--- src/wlsb_pkg.sv ---
// ----------------------------------------------------------------------------
// wlsb_pkg
// Types and constants shared by the weight limited stack bank.
// ----------------------------------------------------------------------------
`default_nettype none

package wlsb_pkg;

	localparam int STACKS = 4;
	localparam int SLOTS = 3;
	localparam int ENTRIES = STACKS * SLOTS;

	localparam int VALUE_W = 32;
	localparam int WEIGHT_W = 16;
	localparam int SEL_W = 2;
	localparam int STATUS_W = 2;
	localparam int DEPTH_OUT_W = 2;

	localparam int DEPTH_W = $clog2(SLOTS + 1);
	localparam int ADDR_W = (ENTRIES > 1) ? $clog2(ENTRIES) : 1;
	localparam int WORD_W = WEIGHT_W + VALUE_W;

	localparam logic [WEIGHT_W-1:0] MAX_WEIGHT_RST = 16'd50;

	typedef enum logic {
		OP_PUSH = 1'b0,
		OP_POP  = 1'b1
	} op_t;

	typedef enum logic [STATUS_W-1:0] {
		ST_DONE  = 2'd0,
		ST_FULL  = 2'd1,
		ST_HEAVY = 2'd2,
		ST_EMPTY = 2'd3
	} status_t;

	typedef struct packed {
		op_t                        op;
		logic [SEL_W-1:0]           stack_sel;
		logic signed [VALUE_W-1:0]  value;
		logic [WEIGHT_W-1:0]        weight;
	} item_t;

	typedef struct packed {
		status_t                    status;
		logic signed [VALUE_W-1:0]  popped_value;
		logic [DEPTH_OUT_W-1:0]     depth_after;
		logic [WEIGHT_W-1:0]        weight_after;
	} result_t;

	// controller to datapath
	typedef struct packed {
		logic load;
		logic commit;
	} ctrl_cmd_t;

	// datapath to controller
	typedef struct packed {
		logic out_free;
	} dp_sts_t;

endpackage

`default_nettype wire

--- src/wlsb_ram.sv ---
// ----------------------------------------------------------------------------
// wlsb_ram
// Generic single write port, single read port RAM with registered read data.
// ----------------------------------------------------------------------------
`default_nettype none

module wlsb_ram #(
	parameter int WIDTH = 8,
	parameter int DEPTH = 16
) (
	input  wire logic                                  clk,
	input  wire logic                                  we,
	input  wire logic [((DEPTH > 1) ? $clog2(DEPTH) : 1)-1:0] waddr,
	input  wire logic [WIDTH-1:0]                      wdata,
	input  wire logic                                  re,
	input  wire logic [((DEPTH > 1) ? $clog2(DEPTH) : 1)-1:0] raddr,
	output logic      [WIDTH-1:0]                      rdata
);

	logic [WIDTH-1:0] mem_q [DEPTH];

	always_ff @(posedge clk) begin
		if (we) begin
			mem_q[waddr] <= wdata;
		end
		if (re) begin
			rdata <= mem_q[raddr];
		end
	end

endmodule

`default_nettype wire

--- src/wlsb_ctrl.sv ---
// ----------------------------------------------------------------------------
// wlsb_ctrl
// Sequencer: takes one access, lets the entry read settle, then commits.
// ----------------------------------------------------------------------------
`default_nettype none

module wlsb_ctrl (
	input  wire logic                 clk,
	input  wire logic                 arst_n,
	input  wire logic                 item_valid,
	output logic                      item_stall,
	input  wire wlsb_pkg::dp_sts_t    sts,
	output wlsb_pkg::ctrl_cmd_t       cmd
);

	typedef enum logic {
		S_IDLE,
		S_EXEC
	} state_t;

	state_t state_q;

	assign item_stall = (state_q != S_IDLE);

	always_comb begin
		cmd = '0;
		unique case (state_q)
			S_IDLE: cmd.load = item_valid;
			S_EXEC: cmd.commit = sts.out_free;
			default: cmd = '0;
		endcase
	end

	always_ff @(posedge clk or negedge arst_n) begin
		if (!arst_n) begin
			state_q <= S_IDLE;
		end else begin
			unique case (state_q)
				S_IDLE: begin
					if (item_valid) begin
						state_q <= S_EXEC;
					end
				end
				S_EXEC: begin
					// hold until the result register can take the beat
					if (sts.out_free) begin
						state_q <= S_IDLE;
					end
				end
				default: state_q <= S_IDLE;
			endcase
		end
	end

endmodule

`default_nettype wire

--- src/wlsb_dp.sv ---
// ----------------------------------------------------------------------------
// wlsb_dp
// Datapath: per-stack depth and weight totals, item store, result register.
// ----------------------------------------------------------------------------
`default_nettype none

module wlsb_dp (
	input  wire logic                                  clk,
	input  wire logic                                  arst_n,
	input  wire wlsb_pkg::ctrl_cmd_t                   cmd,
	output wlsb_pkg::dp_sts_t                          sts,
	input  wire wlsb_pkg::item_t                       item,
	input  wire logic                                  cfg_valid,
	input  wire logic [wlsb_pkg::WEIGHT_W-1:0]         cfg_data,
	output logic                                       result_valid,
	input  wire logic                                  result_stall,
	output wlsb_pkg::result_t                          result
);

	logic [wlsb_pkg::WEIGHT_W-1:0] max_weight_q;
	logic [wlsb_pkg::DEPTH_W-1:0]  depth_q [wlsb_pkg::STACKS];
	logic [wlsb_pkg::WEIGHT_W-1:0] wsum_q  [wlsb_pkg::STACKS];

	wlsb_pkg::item_t  item_q;
	wlsb_pkg::result_t result_q;
	logic              result_valid_q;

	// load side
	logic                          ld_present;
	logic [wlsb_pkg::DEPTH_W-1:0]  ld_depth;
	logic [wlsb_pkg::ADDR_W-1:0]   ld_base;
	logic [wlsb_pkg::ADDR_W-1:0]   rd_addr;

	// execute side
	logic                          cur_present;
	logic [wlsb_pkg::DEPTH_W-1:0]  cur_depth;
	logic [wlsb_pkg::WEIGHT_W-1:0] cur_wsum;
	logic [wlsb_pkg::ADDR_W-1:0]   cur_base;
	logic [wlsb_pkg::WEIGHT_W:0]   sum;
	logic [wlsb_pkg::WORD_W-1:0]   rd_word;
	logic [wlsb_pkg::WEIGHT_W-1:0] rd_weight;
	logic [wlsb_pkg::VALUE_W-1:0]  rd_value;

	wlsb_pkg::status_t             nxt_status;
	logic [wlsb_pkg::DEPTH_W-1:0]  nxt_depth;
	logic [wlsb_pkg::WEIGHT_W-1:0] nxt_wsum;
	logic [wlsb_pkg::VALUE_W-1:0]  nxt_popped;
	logic                          push_ok;
	logic                          upd;

	assign sts.out_free = !result_valid_q || !result_stall;
	assign result_valid = result_valid_q;
	assign result = result_q;

	// read address for the top entry of the addressed stack
	always_comb begin
		ld_present = (int'(item.stack_sel) < wlsb_pkg::STACKS);
		ld_depth = ld_present ? depth_q[item.stack_sel] : '0;
		ld_base = ld_present
			? wlsb_pkg::ADDR_W'(item.stack_sel) * wlsb_pkg::ADDR_W'(wlsb_pkg::SLOTS) : '0;
		rd_addr = (ld_depth == '0)
			? ld_base : ld_base + wlsb_pkg::ADDR_W'(ld_depth - 1'b1);
	end

	assign rd_value = rd_word[wlsb_pkg::VALUE_W-1:0];
	assign rd_weight = rd_word[wlsb_pkg::WORD_W-1:wlsb_pkg::VALUE_W];

	always_comb begin
		cur_present = (int'(item_q.stack_sel) < wlsb_pkg::STACKS);
		cur_depth = cur_present ? depth_q[item_q.stack_sel] : '0;
		cur_wsum = cur_present ? wsum_q[item_q.stack_sel] : '0;
		cur_base = cur_present
			? wlsb_pkg::ADDR_W'(item_q.stack_sel) * wlsb_pkg::ADDR_W'(wlsb_pkg::SLOTS) : '0;
		sum = {1'b0, cur_wsum} + {1'b0, item_q.weight};

		nxt_status = wlsb_pkg::ST_DONE;
		nxt_depth = cur_depth;
		nxt_wsum = cur_wsum;
		nxt_popped = '0;
		push_ok = 1'b0;
		upd = 1'b0;

		if (!cur_present) begin
			// missing stack: full for a push, empty for a pop
			nxt_status = (item_q.op == wlsb_pkg::OP_PUSH) ? wlsb_pkg::ST_FULL
				: wlsb_pkg::ST_EMPTY;
		end else if (item_q.op == wlsb_pkg::OP_PUSH) begin
			if (cur_depth >= wlsb_pkg::DEPTH_W'(wlsb_pkg::SLOTS)) begin
				nxt_status = wlsb_pkg::ST_FULL;
			end else if (sum > {1'b0, max_weight_q}) begin
				nxt_status = wlsb_pkg::ST_HEAVY;
			end else begin
				push_ok = 1'b1;
				upd = 1'b1;
				nxt_depth = cur_depth + 1'b1;
				nxt_wsum = sum[wlsb_pkg::WEIGHT_W-1:0];
			end
		end else begin
			if (cur_depth == '0) begin
				nxt_status = wlsb_pkg::ST_EMPTY;
			end else begin
				upd = 1'b1;
				nxt_popped = rd_value;
				nxt_depth = cur_depth - 1'b1;
				nxt_wsum = cur_wsum - rd_weight;
			end
		end
	end

	wlsb_ram #(
		.WIDTH (wlsb_pkg::WORD_W),
		.DEPTH (wlsb_pkg::ENTRIES)
	) u_items (
		.clk   (clk),
		.we    (cmd.commit && push_ok),
		.waddr (cur_base + wlsb_pkg::ADDR_W'(cur_depth)),
		.wdata ({item_q.weight, item_q.value}),
		.re    (cmd.load),
		.raddr (rd_addr),
		.rdata (rd_word)
	);

	always_ff @(posedge clk) begin
		if (cmd.load) begin
			item_q <= item;
		end
		if (cmd.commit) begin
			result_q.status <= nxt_status;
			result_q.popped_value <= nxt_popped;
			result_q.depth_after <= wlsb_pkg::DEPTH_OUT_W'(nxt_depth);
			result_q.weight_after <= nxt_wsum;
		end
	end

	always_ff @(posedge clk or negedge arst_n) begin
		if (!arst_n) begin
			max_weight_q <= wlsb_pkg::MAX_WEIGHT_RST;
			result_valid_q <= 1'b0;
			for (int i = 0; i < wlsb_pkg::STACKS; i++) begin
				depth_q[i] <= '0;
				wsum_q[i] <= '0;
			end
		end else begin
			if (cfg_valid) begin
				max_weight_q <= cfg_data;
			end
			if (cmd.commit) begin
				result_valid_q <= 1'b1;
			end else if (!result_stall) begin
				result_valid_q <= 1'b0;
			end
			if (cmd.commit && upd) begin
				depth_q[item_q.stack_sel] <= nxt_depth;
				wsum_q[item_q.stack_sel] <= nxt_wsum;
			end
		end
	end

endmodule

`default_nettype wire

--- src/weight_limited_stack_bank_top.sv ---
// ----------------------------------------------------------------------------
// weight_limited_stack_bank_top
// Bank of small LIFO stacks with a per-stack weight budget.
// ----------------------------------------------------------------------------
// Usage:
//   item channel (item_valid / item_stall / item): one push or pop per beat.
//   result channel (result_valid / result_stall / result): one beat per item,
//   carrying status, popped value and the stack's depth and weight after it.
//   cfg channel (cfg_valid / cfg_ready / cfg_data): writes max_weight; always
//   ready, write only while no access is in flight.
// Order: a taken item and its stack's top entry read are registered, then the
//   commit step registers its result beat. The next item is taken only after
//   that commit, set by the registered read of the item store before it.
// The result register decouples the two sides: the next item is accepted
//   while a result still waits. If result_stall holds, the following item
//   waits in the commit step and item_stall stays high.
// Reset: all stacks empty with zero weight, max_weight = 50, no result
//   pending. Item store contents are left as they are.
// ----------------------------------------------------------------------------
`default_nettype none

module weight_limited_stack_bank_top (
	input  wire logic                          clk,
	input  wire logic                          arst_n,
	input  wire logic                          item_valid,
	output logic                               item_stall,
	input  wire wlsb_pkg::item_t               item,
	output logic                               result_valid,
	input  wire logic                          result_stall,
	output wlsb_pkg::result_t                  result,
	input  wire logic                          cfg_valid,
	output logic                               cfg_ready,
	input  wire logic [wlsb_pkg::WEIGHT_W-1:0] cfg_data
);

	wlsb_pkg::ctrl_cmd_t cmd;
	wlsb_pkg::dp_sts_t   sts;

	assign cfg_ready = 1'b1;

	wlsb_ctrl u_ctrl (
		.clk        (clk),
		.arst_n     (arst_n),
		.item_valid (item_valid),
		.item_stall (item_stall),
		.sts        (sts),
		.cmd        (cmd)
	);

	wlsb_dp u_dp (
		.clk          (clk),
		.arst_n       (arst_n),
		.cmd          (cmd),
		.sts          (sts),
		.item         (item),
		.cfg_valid    (cfg_valid),
		.cfg_data     (cfg_data),
		.result_valid (result_valid),
		.result_stall (result_stall),
		.result       (result)
	);

endmodule

`default_nettype wire
--- config.mk ---
export PLATFORM = sky130hd
export DESIGN_NAME = weight_limited_stack_bank_top
export DESIGN_NICKNAME = d
export VERILOG_FILES = /design/src/wlsb_pkg.sv /design/src/wlsb_ram.sv /design/src/wlsb_ctrl.sv /design/src/wlsb_dp.sv /design/src/weight_limited_stack_bank_top.sv
export SDC_FILE = /design/constraint.sdc
export NUM_CORES = 1
export LEC_CHECK = 0
export ABC_AREA = 0
export ABC_CLOCK_PERIOD_IN_PS = 10300
export BUFFER_PORTS_ARGS = -buffer_cell sky130_fd_sc_hd__buf_2
export CAP_MARGIN = 20
export CORE_UTILIZATION = 62
export DETAILED_ROUTE_END_ITERATION = 6
export GPL_ROUTABILITY_DRIVEN = 0
export PLACE_DENSITY = 0.91
export SYNTH_ARGS = -nofsm -noshare
export SYNTH_HDL_FRONTEND = slang
export SYNTH_HIERARCHICAL = 1
export SYNTH_SLANG_ARGS = --single-unit
--- constraint.sdc ---
create_clock -name clk -period 10.3 [get_ports clk]
set_clock_uncertainty 0.15 [all_clocks]
set_input_delay 1.03 -clock clk [delete_from_list [all_inputs] [get_ports clk]]
set_output_delay 1.03 -clock clk [all_outputs]
set_load 0.005 [all_outputs]
==> results.yml, run 1 <==
run_status:
  outcome: "finished clean"
setup_path:
  worstPathArrival_ns: 7.87
  worstPathMaxFanout: 30
  worstSetupEndpointType: "register"
  required_ns: 10.45
  cp-start-kind: "register"
  r2r_slack_ns: 2.58
  crit_type: "reg -> reg"
timing:
  finalWorstSetupSlack_ns: 2.58
  min_period_over_period_pct: 74.9
  maxSlewHeadroom_pct: 27.3
  hold_viol_final: 0
  rsz0062_at_grt: "no"
  max_freq_ghz: 0.130
  finalMaxSlewViolations: 0
  fin_setup_tns_ns: 0
  fin_crit_ns: 7.72
  worst_pin_slew_ns: 1.09
  setup_viol_count_final: 0
synthesis:
  syn_area_per_cell_um2: 18.7
  synthXorXnorAreaFrac_pct: 0.719
  syn-num-nets: 1899
  syn-instance-count: 1760
  yosysWarnings: 6
  ys_ff_latch: 817
  synth_common_cells: "edfxtp_1, mux4_2, mux2i_1"
  yosys.area_share.adder_pct: 2.66
  synth-edff-count: 727
  synth_largest_area_cell: "edfxtp_1"
  synth_top_family_by_area: "multiplexers"
  yosys.area_share.simple_pct: 3.04
  seq_area_frac_synth_pct: 73.2
  netlist_area_um2: 32900
  synth.top_cells.by_area: "edfxtp_1, mux4_2, dfrtp_1"
  synth_flop_cell: "edfxtp_1"
  synthMuxAreaShare_pct: 12.9
  synth.top_cell.area_share_pct: 66.4
  synth_compound_area_share_pct: 5.56
  yosysUniqueCellTypes: 69
  async_flop_share_pct: 11.0
  synth.most_common_cell: "edfxtp_1"
final_layout:
  finalNonFillerCells: 2670
  synthToLayoutAreaGrowth_pct: 12.9
  fillers: 2896
  nets: 2057
  antenna_cells: 0
  drive_above_1_share_pct: 24.7
clocking:
  cts_tree: "yes"
  clockRootBuffer: "clkbuf_16"
  cts_buffer_depth: 3
  cts_setup_buffers: 0
  cts_resized: 0
  clock-sinks: 817
  clkTransAtPathRegs_ns: 0.06
  cts_hold_buffers: 0
  numCtsBuffers: 79
  clk_latency_ns: 0.65
  htree_num_levels: 3
place:
  place_inst: 2520
  place.port_buffers: 125
  hpwl_um: 43600
  place_ws_ns: 2.70
routing:
  drc: 0
  wl_um: 82200
  dr.pass1.iters: 5
  routedWlPerCell_um: 30.8
  vias: 18200
  route.antenna.remaining_nets: 0
  first_iter_violations: 2400
  vias_per_cell: 6.82
global_route:
  grt_pass1_wl_um: 118000
  grt_antenna_before_repair: 1
  overflow: 0
  grt_usage_pct: 30.5
  grt_max_degree: 123
  grt_pass1_vias: 18400
worst_hold_path:
  min_path_type: "in -> async"
floorplanning:
  fp.dieArea_um2: 54000
  die_w_um: 232
  start_util_pct: 62.7
  fp-row-count: 84
  ios: 127
  die_h_um: 232
  coreArea_um2: 52400
power:
  power_density_nw_per_um2: 312
  irDropWorstVdd_uv: 233
  p_leak_nw: 13.3
flow_run:
  maxCapViolations: 0
area by class of cell:
cell class	count	area (um^2)	area share, %
timing repair buffer	158	973	2.62
sequential	817	24100	64.8
clock buffer	95	2060	5.54
multi-input combinational	805	8320	22.4
inverter	57	214	0.576
tap	688	861	2.32
clock inverter	50	641	1.72
state kept, by name (all words and copies together) (netlist names):
signal and count:
u_dp/u_items/mem_q 576, u_dp/wsum_q 64, u_dp/result 52, u_dp/item_q 51, u_dp/u_items/rdata 48, u_dp/max_weight_q 16, u_dp/depth_q 8, u_ctrl/item_stall 1
u_dp/result_valid 1
final timing paths:
check | start | end | cells after the start
max in group asynchronous | arst_n | u_dp/wsum_q[27]$_DFFE_PN0P_ | 2
min in group clk | u_dp/wsum_q[0]$_DFFE_PN0P_ | u_dp/wsum_q[0]$_DFFE_PN0P_ | 2
min reg2reg | u_dp/wsum_q[0]$_DFFE_PN0P_ | u_dp/wsum_q[0]$_DFFE_PN0P_ | 2
max reg2reg | u_dp/item_q[48]$_DFFE_PP_ | u_dp/u_items/mem_q[3][7]$_DFFE_PP_ | 20
max | u_dp/item_q[48]$_DFFE_PP_ | u_dp/u_items/mem_q[3][7]$_DFFE_PP_ | 20
min | arst_n | u_dp/max_weight_q[2]$_DFFE_PN0P_ | 1
logic make-up (layout without fill, tap and decap cells):
group           Yosys count  count (layout)
buf+inv                 138             360
other cells               1               1
simple gates            187             187
xor+xnor                 27              27
flops                   817             817
mux                     272             272
fa+ha+maj                67              67
compound gates          251             251
where the power goes:
part,total [mW],internal (mW),switching (mW),leakage [nW]
sequential,4.64,4.34,0.295,7.79
combinational,3.91,1.54,2.37,4.25
clock,3.04,1.75,1.29,1.30
total,11.6,7.63,3.96,13.3
stage by stage:
stage          area (um^2)  power (mW)  hold WS [ns]  utilization [%]
2_1_floorplan        32900        7.21         0.295                -
3_3_place_gp         34300        8.17         0.307             65.5
3_5_place_dp         34300        8.39         0.324             65.5
4_1_cts              37000        11.5         0.111             70.6
5_1_grt              37200        12.0         0.123             70.8
6_report             37200        11.6         0.129             70.8
cell usage in the layout, fill, tap and decap left out, types with 9 or more instances in the layout:
| cell | n |
|---|---|
| a21o_1 | 10 |
| a21oi_1 | 20 |
| a22oi_1 | 53 |
| and2_1 | 34 |
| buf_2 | 124 |
| buf_4 | 28 |
| bufinv_16 | 12 |
| clkbuf_1 | 14 |
| clkbuf_16 | 79 |
| clkinv_1 | 14 |
| clkinv_2 | 11 |
| dfrtp_1 | 87 |
| edfxtp_1 | 727 |
| ha_1 | 62 |
| inv_1 | 57 |
| mux2_2 | 54 |
| mux2i_1 | 101 |
| mux4_2 | 116 |
| nand2_1 | 60 |
| nand3_1 | 9 |
| nor2_1 | 21 |
| nor2_4 | 10 |
| o21ai_0 | 52 |
| o221ai_1 | 48 |
| o31ai_1 | 11 |
| xnor2_1 | 17 |
| xor2_1 | 10 |
critical path: stages (launching register included):
cell       delay, ns
edfxtp_1        0.32
buf_4           0.41
mux4_2          0.62
ha_1            0.25
fa_1            0.42
a21o_1          0.22
a21boi_2        0.17
nor3_1          0.10
or3_1           0.33
o31ai_1         0.29
xnor2_1         0.22
ha_1            0.30
a21o_1          0.21
a2111oi_2       0.42
a31oi_1         0.20
nor3_2          0.21
buf_4           0.25
and2_1          0.28
or3b_2          0.62
nor2_4          0.86
buf_4           0.47
per-layer routing:
layer | vias to the layer above | GRT usage (%) | share of wire [%]
met5 | - | 0 | 0.0097
met4 | 2 | 13.3 | 4.2
met3 | 225 | 5.07 | 8.9
met2 | 1304 | 51.2 | 51
met1 | 9280 | 39.6 | 36
li1 | 7405 | - | -
No activity file was read; power rests on OpenSTA's default activity.
==> inputs of run 2 (changes only) <==
Settings changed: ABC_CLOCK_PERIOD_IN_PS 10300 to 6750, CORE_UTILIZATION 62 to 56, PLACE_DENSITY 0.91 to 0.87.
Clock period 10.3 ns to 6.75 ns, I/O delays scaled along.
==> run 2 against run 1 <==
First-iteration DRC count fell by 16%. Sequential power rose by 52%. Count of clock-buffer cells in the layout fell by 4. Largest cell class unchanged.
==> results.yml, run 2 (same netlist as run 1, synthesis figures left out) <==
final_layout:
  largest_reg_flops: 576
  drive_above_1_share_pct: 25.9
  fillers: 3637
  final_cell_mix: "edfxtp_1, buf_2, mux4_2"
  multiInputGateArea_um2: 8380
  synthToLayoutAreaGrowth_pct: 14.0
  fin_util_pct: 64.8
  finalNonFillerCells: 2770
  seq_area_um2: 24100
  nets: 2079
  largest_register: "u_dp/u_items/mem_q"
  final_common_cell: "edfxtp_1"
  antenna_cells: 0
place:
  hpwl_um: 43600
  place_inst: 2612
  place.port_buffers: 125
routing:
  first_iter_violations: 2020
  dr.pass1.iters: 6
  drc: 0
  routedWlPerCell_um: 27.8
  wl_um: 76900
  vias: 17900
  vias_per_cell: 6.46
  route.antenna.remaining_nets: 0
global_route:
  grt_pass1_vias: 18400
  grt_antenna_before_repair: 0
  grt_pass1_wl_um: 114000
  overflow: 0
  grt_usage_pct: 25.9
  grt_max_degree: 75
timing:
  fin_setup_tns_ns: 0
  rsz0062_at_grt: "no"
  max_freq_ghz: 0.157
  maxSlewHeadroom_pct: 22.6
  worst_pin_slew_ns: 1.16
  setup_viol_count_final: 0
  hold_viol_final: 0
  hold-worst-slack_ns: 0.0443
  fin_crit_ns: 6.39
  min_period_over_period_pct: 94.7
  finalMaxSlewViolations: 0
floorplanning:
  die_h_um: 244
  start_util_pct: 56.8
  fp-row-count: 88
  fp.dieArea_um2: 59700
  die_w_um: 244
  ios: 127
  coreArea_um2: 57900
clocking:
  numCtsBuffers: 79
  clk_latency_ns: 0.66
  clkTransAtPathRegs_ns: 0.07
  htree_num_levels: 3
  clockRootBuffer: "clkbuf_16"
  clock-sinks: 817
  cts_tree: "yes"
  cts_buffer_depth: 3
setup_path:
  r2r_slack_ns: 0.36
  timing.rr.end: "u_dp/u_items/mem_q[5][27]$_DFFE_PP_"
  worstPathArrival_ns: 6.50
  required_ns: 6.86
  worstSetupEndpointType: "register"
  crit_type: "reg -> reg"
  cp-start-kind: "register"
  reg2reg_from: "u_dp/item_q[48]$_DFFE_PP_"
  worstPathMaxFanout: 36
  reg2reg_depth: 17
worst_hold_path:
  min_to: "u_dp/item_q[20]$_DFFE_PP_"
  min-delay-start: "item[20]"
  min_path_type: "in -> reg"
  min_path_cells: 1
power:
  power_density_nw_per_um2: 470
  irDropWorstVdd_uv: 293
  p_leak_nw: 13.5
  power_mw: 17.6
run_status:
  outcome: "finished clean"
flow_run:
  maxCapViolations: 0
==> run 2: cell types whose count changed in the layout (fill, tap and decap cells not counted), sizes merged, moves of 2 or more <==
cell	delta
clkinv	+8
bufinv	-4
buf	+21
clkbuf	-4
inv	+2
==> run 2: what timing repair did <==
item                       in CTS  in global routing
hold endpoints to repair       16                  0
hold buffers                    1                  0
setup buffers                   0                 10
setup endpoints to repair       0                627
gates resized for setup         0                  1
==> run 2: stage by stage <==
step           cell area, um^2  worst slack, ns
2_1_floorplan            33000         -0.00681
3_3_place_gp             34700            0.363
3_5_place_dp             34700            0.204
4_1_cts                  37400           0.0863
5_1_grt                  37500           0.0380
6_report                 37500            0.361
==> run 2: power breakdown <==
group	switching (mW)	leakage [nW]	internal [mW]
clock network	1.97	1.30	2.56
registers	0.427	7.79	6.62
logic	3.62	4.39	2.44
==> run 2: worst max-delay path by stage <==
stage	from	to	slack [ns]	depth (start not counted)
2_1_floorplan	u_dp/item_q[48]$_DFFE_PP_	u_dp/u_items/mem_q[0][0]$_DFFE_PP_	-0.007	20
3_3_place_gp	u_dp/item_q[48]$_DFFE_PP_	u_dp/u_items/mem_q[6][3]$_DFFE_PP_	0.36	17
3_5_place_dp	u_dp/item_q[48]$_DFFE_PP_	u_dp/u_items/mem_q[7][1]$_DFFE_PP_	0.20	18
4_1_cts	u_dp/item_q[48]$_DFFE_PP_	u_dp/u_items/mem_q[7][28]$_DFFE_PP_	0.09	18
5_1_grt	u_dp/item_q[48]$_DFFE_PP_	u_dp/u_items/mem_q[5][27]$_DFFE_PP_	0.04	17
6_report	u_dp/item_q[48]$_DFFE_PP_	u_dp/u_items/mem_q[5][27]$_DFFE_PP_	0.36	17
==> run 2: cell type report <==
| cell class | instances | area share [%] |
|---|---|---|
| Sequential cell | 817 | 64.2 |
| Multi-Input combinational cell | 805 | 22.3 |
| Clock buffer | 91 | 5.53 |
| Timing Repair Buffer | 180 | 3.25 |
| Tap cell | 765 | 2.55 |
| Clock inverter | 55 | 1.58 |
| Inverter | 57 | 0.570 |
==> run 2: worst max-delay path, cell delays in order (launching register included) <==
cell and delay (ns):
edfxtp_1 0.50, buf_4 0.34, mux4_2 0.60, ha_1 0.34, o21ai_0 0.44, nor3_1 0.17
or3_1 0.37, o31ai_2 0.26, xnor2_1 0.17, ha_1 0.27, a21o_1 0.20, a2111oi_4 0.31
a31oi_1 0.23, nor3_2 0.20, and2_4 0.20, nand3b_1 0.41, nor2_4 0.26, buf_4 0.52
==> run 2: routing by layer <==
metal	vias up	track usage (%)	wire length, um
li1	7448	-	-
met1	9125	33.5	28200
met2	1132	43.4	39500
met3	180	4.38	6620
met4	0	11.6	2580
met5	-	0	0
